### src/sv/fdsa_pkg.sv
`timescale 1ns / 1ps
package fdsa_pkg;

  localparam int unsigned StackDepth = 64;
  localparam int unsigned AddrW = $clog2(StackDepth);
  localparam int unsigned CountW = 7;

  typedef enum logic [4:0] {
    OP_PUSH  = 5'd0,
    OP_DUP   = 5'd1,
    OP_DROP  = 5'd2,
    OP_SWAP  = 5'd3,
    OP_OVER  = 5'd4,
    OP_ROT   = 5'd5,
    OP_ADD   = 5'd6,
    OP_SUB   = 5'd7,
    OP_MUL   = 5'd8,
    OP_DIV   = 5'd9,
    OP_LT    = 5'd10,
    OP_LE    = 5'd11,
    OP_GT    = 5'd12,
    OP_GE    = 5'd13,
    OP_EQ    = 5'd14,
    OP_NE    = 5'd15,
    OP_PRINT = 5'd16
  } op_e;

  typedef enum logic [1:0] {
    ERR_NONE  = 2'd0,
    ERR_UNDER = 2'd1,
    ERR_OVER  = 2'd2,
    ERR_DIV0  = 2'd3
  } err_e;

  typedef enum logic [2:0] {
    ST_IDLE,
    ST_POP,
    ST_EXEC,
    ST_DIV,
    ST_PUSH,
    ST_OUT
  } state_e;

  typedef struct packed {
    logic [4:0]  kind;
    logic signed [31:0] literal;
  } in_item_t;

  typedef struct packed {
    logic [1:0]  error_code;
    logic signed [31:0] top_value;
    logic [6:0]  stack_count;
    logic        print_valid;
    logic signed [31:0] print_value;
  } out_item_t;

  // controller -> datapath
  typedef struct packed {
    logic load;
    logic pop;
    logic exec;
    logic div_start;
    logic push;
    logic out_load;
  } cmd_t;

  // datapath -> controller
  typedef struct packed {
    logic ovf;
    logic pops_left;
    logic pushes_left;
    logic is_div;
    logic div_done;
  } stat_t;

  function automatic logic [1:0] pop_cnt(input logic [4:0] k);
    case (k)
      OP_PUSH: pop_cnt = 2'd0;
      OP_DUP, OP_DROP, OP_PRINT: pop_cnt = 2'd1;
      OP_ROT: pop_cnt = 2'd3;
      default: pop_cnt = (k <= 5'd16) ? 2'd2 : 2'd0;
    endcase
  endfunction

  function automatic logic [1:0] push_cnt(input logic [4:0] k);
    case (k)
      OP_PUSH: push_cnt = 2'd1;
      OP_DROP, OP_PRINT: push_cnt = 2'd0;
      OP_DUP, OP_SWAP: push_cnt = 2'd2;
      OP_OVER, OP_ROT: push_cnt = 2'd3;
      default: push_cnt = (k <= 5'd16) ? 2'd1 : 2'd0;
    endcase
  endfunction

endpackage

### src/sv/fdsa_ctrl.sv
`timescale 1ns / 1ps
module fdsa_ctrl (
  input  logic           clk_i,
  input  logic           rst_ni,
  input  logic           in_valid_i,
  output logic           in_stall_o,
  output logic           out_valid_o,
  input  logic           out_stall_i,
  input  fdsa_pkg::stat_t stat_i,
  output fdsa_pkg::cmd_t  cmd_o
);

  fdsa_pkg::state_e state_q, state_d;
  logic out_valid_q, out_valid_d;

  always_comb begin
    state_d = state_q;
    case (state_q)
      fdsa_pkg::ST_IDLE: if (in_valid_i) state_d = fdsa_pkg::ST_POP;
      fdsa_pkg::ST_POP: begin
        if (stat_i.ovf) state_d = fdsa_pkg::ST_OUT;
        else if (!stat_i.pops_left) state_d = fdsa_pkg::ST_EXEC;
      end
      fdsa_pkg::ST_EXEC: state_d = stat_i.is_div ? fdsa_pkg::ST_DIV : fdsa_pkg::ST_PUSH;
      fdsa_pkg::ST_DIV: if (stat_i.div_done) state_d = fdsa_pkg::ST_PUSH;
      fdsa_pkg::ST_PUSH: if (!stat_i.pushes_left) state_d = fdsa_pkg::ST_OUT;
      fdsa_pkg::ST_OUT: if (!out_valid_q || !out_stall_i) state_d = fdsa_pkg::ST_IDLE;
      default: state_d = fdsa_pkg::ST_IDLE;
    endcase
  end

  always_comb begin
    cmd_o = '0;
    in_stall_o = 1'b1;
    case (state_q)
      fdsa_pkg::ST_IDLE: begin
        in_stall_o = 1'b0;
        cmd_o.load = in_valid_i;
      end
      fdsa_pkg::ST_POP: cmd_o.pop = !stat_i.ovf && stat_i.pops_left;
      fdsa_pkg::ST_EXEC: begin
        cmd_o.exec = 1'b1;
        cmd_o.div_start = stat_i.is_div;
      end
      fdsa_pkg::ST_PUSH: cmd_o.push = stat_i.pushes_left;
      fdsa_pkg::ST_OUT: cmd_o.out_load = !out_valid_q || !out_stall_i;
      default: ;
    endcase
  end

  always_comb begin
    out_valid_d = out_valid_q;
    if (out_valid_q && !out_stall_i) out_valid_d = 1'b0;
    if (cmd_o.out_load) out_valid_d = 1'b1;
  end

  assign out_valid_o = out_valid_q;

  always_ff @(posedge clk_i or negedge rst_ni) begin
    if (!rst_ni) begin
      state_q <= fdsa_pkg::ST_IDLE;
      out_valid_q <= 1'b0;
    end else begin
      state_q <= state_d;
      out_valid_q <= out_valid_d;
    end
  end

endmodule

### src/sv/fdsa_div.sv
`timescale 1ns / 1ps
module fdsa_div (
  input  logic        clk_i,
  input  logic        rst_ni,
  input  logic        start_i,
  input  logic [31:0] a_i,
  input  logic [31:0] b_i,
  output logic        done_o,
  output logic [31:0] quot_o
);

  logic [31:0] rem_q, rem_d, quo_q, quo_d, den_q, den_d;
  logic        neg_q, neg_d, busy_q, busy_d, done_q, done_d;
  logic [5:0]  cnt_q, cnt_d;
  logic [32:0] trial;

  // one quotient bit per cycle, restoring on magnitudes
  always_comb begin
    rem_d = rem_q; quo_d = quo_q; den_d = den_q; neg_d = neg_q;
    busy_d = busy_q; cnt_d = cnt_q;
    done_d = 1'b0;
    trial = {rem_q, quo_q[31]} - {1'b0, den_q};
    if (start_i) begin
      rem_d = '0;
      quo_d = a_i[31] ? 32'd0 - a_i : a_i;
      den_d = b_i[31] ? 32'd0 - b_i : b_i;
      neg_d = a_i[31] ^ b_i[31];
      busy_d = 1'b1;
      cnt_d = 6'd0;
    end else if (busy_q) begin
      if (!trial[32]) begin
        rem_d = trial[31:0];
        quo_d = {quo_q[30:0], 1'b1};
      end else begin
        rem_d = {rem_q[30:0], quo_q[31]};
        quo_d = {quo_q[30:0], 1'b0};
      end
      cnt_d = cnt_q + 6'd1;
      // flag done once the last quotient bit is in
      if (cnt_q == 6'd31) begin
        busy_d = 1'b0;
        done_d = 1'b1;
      end
    end
  end

  assign done_o = done_q;
  assign quot_o = neg_q ? 32'd0 - quo_q : quo_q;

  always_ff @(posedge clk_i or negedge rst_ni) begin
    if (!rst_ni) begin
      busy_q <= 1'b0;
      done_q <= 1'b0;
      cnt_q <= '0;
    end else begin
      busy_q <= busy_d;
      done_q <= done_d;
      cnt_q <= cnt_d;
    end
  end

  always_ff @(posedge clk_i) begin
    rem_q <= rem_d; quo_q <= quo_d; den_q <= den_d; neg_q <= neg_d;
  end

endmodule

### src/sv/fdsa_dp.sv
`timescale 1ns / 1ps
module fdsa_dp (
  input  logic                clk_i,
  input  logic                rst_ni,
  input  fdsa_pkg::in_item_t  in_item_i,
  input  fdsa_pkg::cmd_t      cmd_i,
  output fdsa_pkg::stat_t     stat_o,
  output fdsa_pkg::out_item_t out_item_o
);

  localparam int unsigned AW = fdsa_pkg::AddrW;

  logic [31:0] mem [fdsa_pkg::StackDepth];
  logic [31:0] rd_q, top_rd;
  logic        rd_pend_q;
  logic [fdsa_pkg::CountW-1:0] depth_q, depth_d;
  logic [4:0]  kind_q;
  logic [31:0] lit_q;
  logic [1:0]  pops_q, pushes_q, slot_q;
  logic [1:0]  err_q;
  logic        ovf_q, pv_q;
  logic [31:0] pval_q;
  logic [31:0] opd_q [3];
  logic [31:0] res_q [3];
  logic [31:0] a, b, q_div, mul_r, r0;
  logic        lt_ab, lt_ba, div_done;
  logic [1:0]  pc, qc, avail;
  logic [fdsa_pkg::CountW:0] newd;
  logic [AW-1:0] wr_addr, rd_addr;
  fdsa_pkg::out_item_t out_q;

  assign pc = fdsa_pkg::pop_cnt(in_item_i.kind);
  assign qc = fdsa_pkg::push_cnt(in_item_i.kind);
  assign avail = (depth_q < {5'd0, pc}) ? depth_q[1:0] : pc;
  assign newd = {1'b0, depth_q} - {6'd0, avail} + {6'd0, qc};

  assign a = opd_q[0];
  assign b = opd_q[1];
  assign lt_ab = $signed(a) < $signed(b);
  assign lt_ba = $signed(b) < $signed(a);
  assign mul_r = a * b;

  fdsa_div u_div (
    .clk_i, .rst_ni,
    .start_i(cmd_i.div_start && b != 32'd0),
    .a_i(a), .b_i(b),
    .done_o(div_done), .quot_o(q_div)
  );

  always_comb begin
    r0 = '0;
    case (kind_q)
      fdsa_pkg::OP_PUSH: r0 = lit_q;
      fdsa_pkg::OP_DUP, fdsa_pkg::OP_OVER: r0 = a;
      fdsa_pkg::OP_SWAP, fdsa_pkg::OP_ROT: r0 = b;
      fdsa_pkg::OP_ADD: r0 = a + b;
      fdsa_pkg::OP_SUB: r0 = a - b;
      fdsa_pkg::OP_MUL: r0 = mul_r;
      fdsa_pkg::OP_LT: r0 = {32{lt_ab}};
      fdsa_pkg::OP_LE: r0 = {32{!lt_ba}};
      fdsa_pkg::OP_GT: r0 = {32{lt_ba}};
      fdsa_pkg::OP_GE: r0 = {32{!lt_ab}};
      fdsa_pkg::OP_EQ: r0 = {32{a == b}};
      fdsa_pkg::OP_NE: r0 = {32{a != b}};
      default: r0 = '0;
    endcase
  end

  assign rd_addr = depth_q[AW-1:0] - AW'(1);
  assign wr_addr = depth_q[AW-1:0];

  // drop the cell on the data cycle of a pop, once its read is back
  always_comb begin
    depth_d = depth_q;
    if (cmd_i.pop && rd_pend_q) depth_d = depth_q - 7'd1;
    else if (cmd_i.push) depth_d = depth_q + 7'd1;
  end

  // memory read port: top-1 entry, registered
  always_ff @(posedge clk_i) begin
    rd_q <= mem[rd_addr];
    if (cmd_i.push) mem[wr_addr] <= res_q[slot_q];
  end

  always_ff @(posedge clk_i or negedge rst_ni) begin
    if (!rst_ni) begin
      depth_q <= '0;
      pops_q <= '0;
      pushes_q <= '0;
      ovf_q <= 1'b0;
      rd_pend_q <= 1'b0;
    end else begin
      depth_q <= depth_d;
      if (cmd_i.load) begin
        ovf_q <= in_item_i.kind <= 5'd16 && newd > (fdsa_pkg::CountW+1)'(fdsa_pkg::StackDepth);
        pops_q <= (in_item_i.kind <= 5'd16) ? pc : 2'd0;
        pushes_q <= (in_item_i.kind <= 5'd16) ? qc : 2'd0;
        rd_pend_q <= 1'b0;
      end else if (cmd_i.pop) begin
        // a pop from a nonempty stack is an address step, then a registered data step; an empty stack gives no read
        if (!rd_pend_q && depth_q != '0) rd_pend_q <= 1'b1;
        else begin
          rd_pend_q <= 1'b0;
          pops_q <= pops_q - 2'd1;
        end
      end else if (cmd_i.push) begin
        pushes_q <= pushes_q - 2'd1;
      end
    end
  end

  always_ff @(posedge clk_i) begin
    if (cmd_i.load) begin
      kind_q <= in_item_i.kind;
      lit_q <= in_item_i.literal;
      err_q <= fdsa_pkg::ERR_NONE;
      pv_q <= 1'b0;
      pval_q <= '0;
      slot_q <= '0;
      opd_q[0] <= '0; opd_q[1] <= '0; opd_q[2] <= '0;
    end
    if (cmd_i.pop && rd_pend_q) opd_q[pops_q - 2'd1] <= rd_q;
    if (cmd_i.pop && !rd_pend_q && depth_q == '0) begin
      opd_q[pops_q - 2'd1] <= '0;
      err_q <= fdsa_pkg::ERR_UNDER;
    end
    if (cmd_i.exec) begin
      res_q[0] <= r0;
      res_q[1] <= (kind_q == fdsa_pkg::OP_ROT) ? opd_q[2] : (kind_q == fdsa_pkg::OP_OVER) ? b : a;
      res_q[2] <= a;
      if (kind_q == fdsa_pkg::OP_PRINT) begin
        pv_q <= 1'b1;
        pval_q <= a;
      end
      if (kind_q == fdsa_pkg::OP_DIV && b == 32'd0 && err_q == fdsa_pkg::ERR_NONE)
        err_q <= fdsa_pkg::ERR_DIV0;
    end
    if (div_done) res_q[0] <= q_div;
    if (cmd_i.push) begin
      slot_q <= slot_q + 2'd1;
    end
    if (cmd_i.out_load) begin
      out_q.error_code <= ovf_q ? fdsa_pkg::ERR_OVER : err_q;
      out_q.stack_count <= depth_q;
      out_q.print_valid <= ovf_q ? 1'b0 : pv_q;
      out_q.print_value <= ovf_q ? 32'd0 : pval_q;
      out_q.top_value <= top_rd;
    end
  end

  // top of stack for the result: the registered read issued after the op
  assign top_rd = (depth_q == '0) ? 32'd0 : rd_q;
  assign out_item_o = out_q;

  assign stat_o.ovf = ovf_q;
  assign stat_o.pops_left = pops_q != 2'd0;
  assign stat_o.pushes_left = pushes_q != 2'd0;
  assign stat_o.is_div = kind_q == fdsa_pkg::OP_DIV && b != 32'd0;
  assign stat_o.div_done = div_done;

endmodule

### src/sv/forth_data_stack_alu_top.sv
`timescale 1ns / 1ps
// Forth data stack with ALU: one stack instruction per input transfer, one
// result transfer per instruction. An instruction steps through the idle,
// pop, execute, push and output states; each operand is a registered memory
// read from the stack, an operand missing on underflow reads as zero, and
// result cells are pushed one by one. An overflowing instruction goes from pop
// to output, and a divide by a nonzero value waits for the bit-serial divider.
// A stalled result holds the next instruction in its output state. The stack
// holds 64 cells in a single-port-write, registered-read memory.
module forth_data_stack_alu_top (
  input  logic                clk_i,
  input  logic                rst_ni,
  input  logic                in_valid_i,
  output logic                in_stall_o,
  input  fdsa_pkg::in_item_t  in_data_i,
  output logic                out_valid_o,
  input  logic                out_stall_i,
  output fdsa_pkg::out_item_t out_data_o
);

  fdsa_pkg::cmd_t  cmd;
  fdsa_pkg::stat_t stat;

  fdsa_ctrl u_ctrl (
    .clk_i, .rst_ni, .in_valid_i, .in_stall_o, .out_valid_o, .out_stall_i,
    .stat_i(stat), .cmd_o(cmd)
  );

  fdsa_dp u_dp (
    .clk_i, .rst_ni, .in_item_i(in_data_i), .cmd_i(cmd), .stat_o(stat),
    .out_item_o(out_data_o)
  );

endmodule

### config.mk
export PLATFORM = sky130hd
export DESIGN_NAME = forth_data_stack_alu_top
export DESIGN_NICKNAME = d
export VERILOG_FILES = /design/src/sv/fdsa_pkg.sv /design/src/sv/fdsa_ctrl.sv /design/src/sv/fdsa_div.sv /design/src/sv/fdsa_dp.sv /design/src/sv/forth_data_stack_alu_top.sv
export SDC_FILE = /design/constraint.sdc
export NUM_CORES = 2
export LEC_CHECK = 0
export BUFFER_PORTS_ARGS = -buffer_cell sky130_fd_sc_hd__buf_2
export CORE_ASPECT_RATIO = 1.5
export CORE_MARGIN = 4
export CORE_UTILIZATION = 50
export CTS_CLUSTER_SIZE = 10
export DETAILED_ROUTE_END_ITERATION = 8
export MAX_ROUTING_LAYER = met4
export PLACE_DENSITY = 0.65
export REMOVE_ABC_BUFFERS = 1
export SLEW_MARGIN = 40
export SYNTH_ARGS = -nofsm -noshare
export SYNTH_HDL_FRONTEND = slang
export SYNTH_SLANG_ARGS = --single-unit
### constraint.sdc
create_clock -name clk_i -period 8.38 [get_ports clk_i]
set_input_delay 0.838 -clock clk_i [delete_from_list [all_inputs] [get_ports clk_i]]
set_output_delay 0.838 -clock clk_i [all_outputs]
set_load 0.01 [all_outputs]
==> metrics.txt <==
Routed WL per cell=35.6 um; largest family of logic cells by synthesized area=multiplexers; nets@finish=8666; Post-synth EDFFs=2418; mux contribution to synthesized area=0.131; Synth Area in Adders=0.0979; Total Routing Usage GR=0.336; Post-Syn Area=121000 um^2; #FFs+latches synth=2544; worst-path fanout max=15; fin crit share=0.998; initial core utilization=0.503; vias per cell=6.33; post-synthesis xor/xnor area fraction=0.0182; status=completed; CTS max path bufs=4; Slew @ Worst Pin=1040 ps; post-synthesis sequential area ratio=0.624; vias=71700; CP required=8880 ps; GRT Residual Overflow=0; Synth cell types=77; cts hold-fix bufs=0; Pre-antenna DRT Iters=8; Post-route DRC=0; crit path capture type=register; setup violators final=0; R2R setup slack=20 ps; Clock transition at path regs=60 ps; Worst-Skew Late Latency=840 ps; final wirelength=403000 um; I/O pins=117; Mapped Cells=7565; Antenna Violating Nets Remaining=0; height of the die=609 um; reg-to-reg startpoint=u_dp.opd_q[1][2]; FF-to-FF End=u_dp.res_q[0][22]; DP HPWL=274000 um; Worst Hold Class=in -> async; Max Freq=0.120 GHz; DRC marker count from the first detailed-route iteration=7755; first-pass GRT wire length=569000 um; CTS sink cnt=2544; Final Hold Fails=0; CP peak stage delay=550 ps; pin count of the biggest net entering global routing=135; Worst Setup Slack, final=15.7 ps; core box area=240000 um^2; Worst slew margin=0.301; worst slack, placed=67.5 ps; min Tclk post-route=8360 ps; row cnt=220; cts bufs inserted=301; worst r2r path cells=26; CTS tree=built; start-to-end type of the worst setup path=reg -> reg; Critical Path AT=8860 ps; FFs w/ async S/R, synth=0.00983; Setup Fix Bufs, Post-CTS=0; Final Max Slew Viols=0; Gates resized, CTS repair=0; antenna violations before repair=48; post-synthesis compound-gate area fraction=0.0426; Final TNS setup=0 ps; most frequent cells in the layout=edfxtp_1 (2418), mux4_2 (672), nor2_1 (634); share of cells above drive strength 1=0.206; RSZ-0062 raised after global routing=no; CP max stage cell=fa_1; YS warnings=0; Max-Cap Viols=0; most frequent CP cell=fa_1; ys flop type=edfxtp_1; GPL Wtd Cong=1.09; syn_area_per_cell=15.9 um^2; most common cell after layout, fill and taps aside=edfxtp_1; non-filler cells, final=11300; Critical Path Start Type=register; Synth Area in Simple Gates=0.0560; H-tree levels=5; vias in the first global route=73600; die area=249000 um^2; root buf cell=clkbuf_16; PortBufs=116; dpl cells=10800; skew final=52.5 ps; Layout area overhead=13.1%; Die X-Extent=409 um
==> worst max path at each step <==
stage | end | startpoint | cells after the start | slack [ps]
after floorplan | u_dp.rd_q[0] | u_dp.depth_q[0] | 5 | -26480
after global placement | u_dp.res_q[0][29] | u_dp.opd_q[0][7] | 23 | 290
after detailed placement | u_dp.res_q[0][29] | u_dp.opd_q[1][13] | 21 | 70
after CTS | u_dp.res_q[0][29] | u_dp.opd_q[1][13] | 21 | 8
after global routing | u_dp.res_q[0][24] | u_dp.opd_q[1][2] | 26 | 20
final | u_dp.res_q[0][22] | u_dp.opd_q[1][2] | 26 | 20
==> per-layer routing <==
layer	global-route usage	share of wire
met1	0.373	0.34
met5	-	0
met4	0.237	0.091
met3	0.0741	0.076
met2	0.541	0.50
==> worst max-delay path: cells and delay by family (launching register included) <==
family,cells,cell delay [ps]
buffers and inverters,7,770
adders and majority gates,9,3680
DFF,1,400
and+or+nand+nor,3,1030
AOI/OAI and AO/OA,6,1720
xor gates and xnor gates,1,400
==> cell usage after synthesis, types with 10 or more instances <==
cell       count  share of area
buf_2         12        0.00050
a222oi_1      24         0.0020
a31oi_1       20         0.0010
a21o_1        35         0.0022
nor4_1        12        0.00062
nor2_1       700          0.022
nand2_1      469          0.015
xnor2_1      203          0.015
xor2_1        47         0.0034
mux2i_1       69         0.0057
a21oi_1      212         0.0088
mux4_2       672           0.13
a22oi_1       18         0.0011
and2_1        38         0.0020
and3_1        14        0.00073
o21a_1        25         0.0016
a22o_1        10        0.00073
clkbuf_1     318         0.0099
a2111oi_0     10        0.00073
clkinv_1      14        0.00044
o21ai_0      254          0.011
nand3_1       83         0.0034
buf_1         80         0.0025
fa_1         414          0.069
dfxtp_1      101          0.017
ha_1         281          0.029
inv_1        526          0.016
nand4_1       21         0.0011
nand2b_1      24         0.0012
a211oi_1      27         0.0017
edfxtp_1    2418           0.60
o41ai_1       16         0.0012
or3_1         29         0.0015
a221oi_1      14         0.0010
o211ai_1      27         0.0017
nor3_1        64         0.0027
nor2b_1       56         0.0029
o31ai_1       34         0.0021
dfrtp_1       25         0.0052
o21bai_1      18         0.0011
==> flip-flops by register name, indices dropped and copies added, names as in the netlist, 6 cells and up, named ones only <==
| signal | cells |
|---|---|
| u_dp.depth_q | 7 |
| u_dp.lit_q | 32 |
| u_dp.mem | 2048 |
| u_dp.opd_q | 96 |
| u_dp.out_item_o | 74 |
| u_dp.pval_q | 32 |
| u_dp.rd_q | 32 |
| u_dp.res_q | 96 |
| u_dp.u_div.cnt_q | 6 |
| u_dp.u_div.den_q | 32 |
| u_dp.u_div.quo_q | 32 |
| u_dp.u_div.rem_q | 32 |
==> cell type report <==
| cell class | count | area [um^2] |
|---|---|---|
| Antenna cell | 33 | 82.6 |
| Multi-Input combinational cell | 4064 | 42900 |
| Clock inverter | 28 | 359 |
| Tap cell | 3219 | 4030 |
| Sequential cell | 2544 | 75300 |
| Fill cell | 18400 | 103000 |
| Timing Repair Buffer | 473 | 3660 |
| Inverter | 546 | 2060 |
| Clock buffer | 414 | 8070 |
==> logic make-up (layout without fill, tap and decap cells) <==
kind of cell / after synthesis / in the layout
compound gates: 815 / 815
buf+inv: 957 / 1461
simple gates: 1561 / 1561
flops: 2544 / 2544
xor+xnor: 250 / 250
mux: 743 / 743
fa+ha+maj: 695 / 695
other cells: 0 / 33
==> metrics by stage <==
stage	hold WS, ps	utilization	cell area, um^2
floorplan	416	-	119000
global placement	428	0.532	128000
detailed placement	439	0.533	128000
CTS	48.3	0.568	136000
global route	88.8	0.569	136000
finish	89.0	0.569	136000
Power is left out: the tool's default activity adds up to more than one toggle a clock period on the data nets, which glitch-free logic cannot reach.
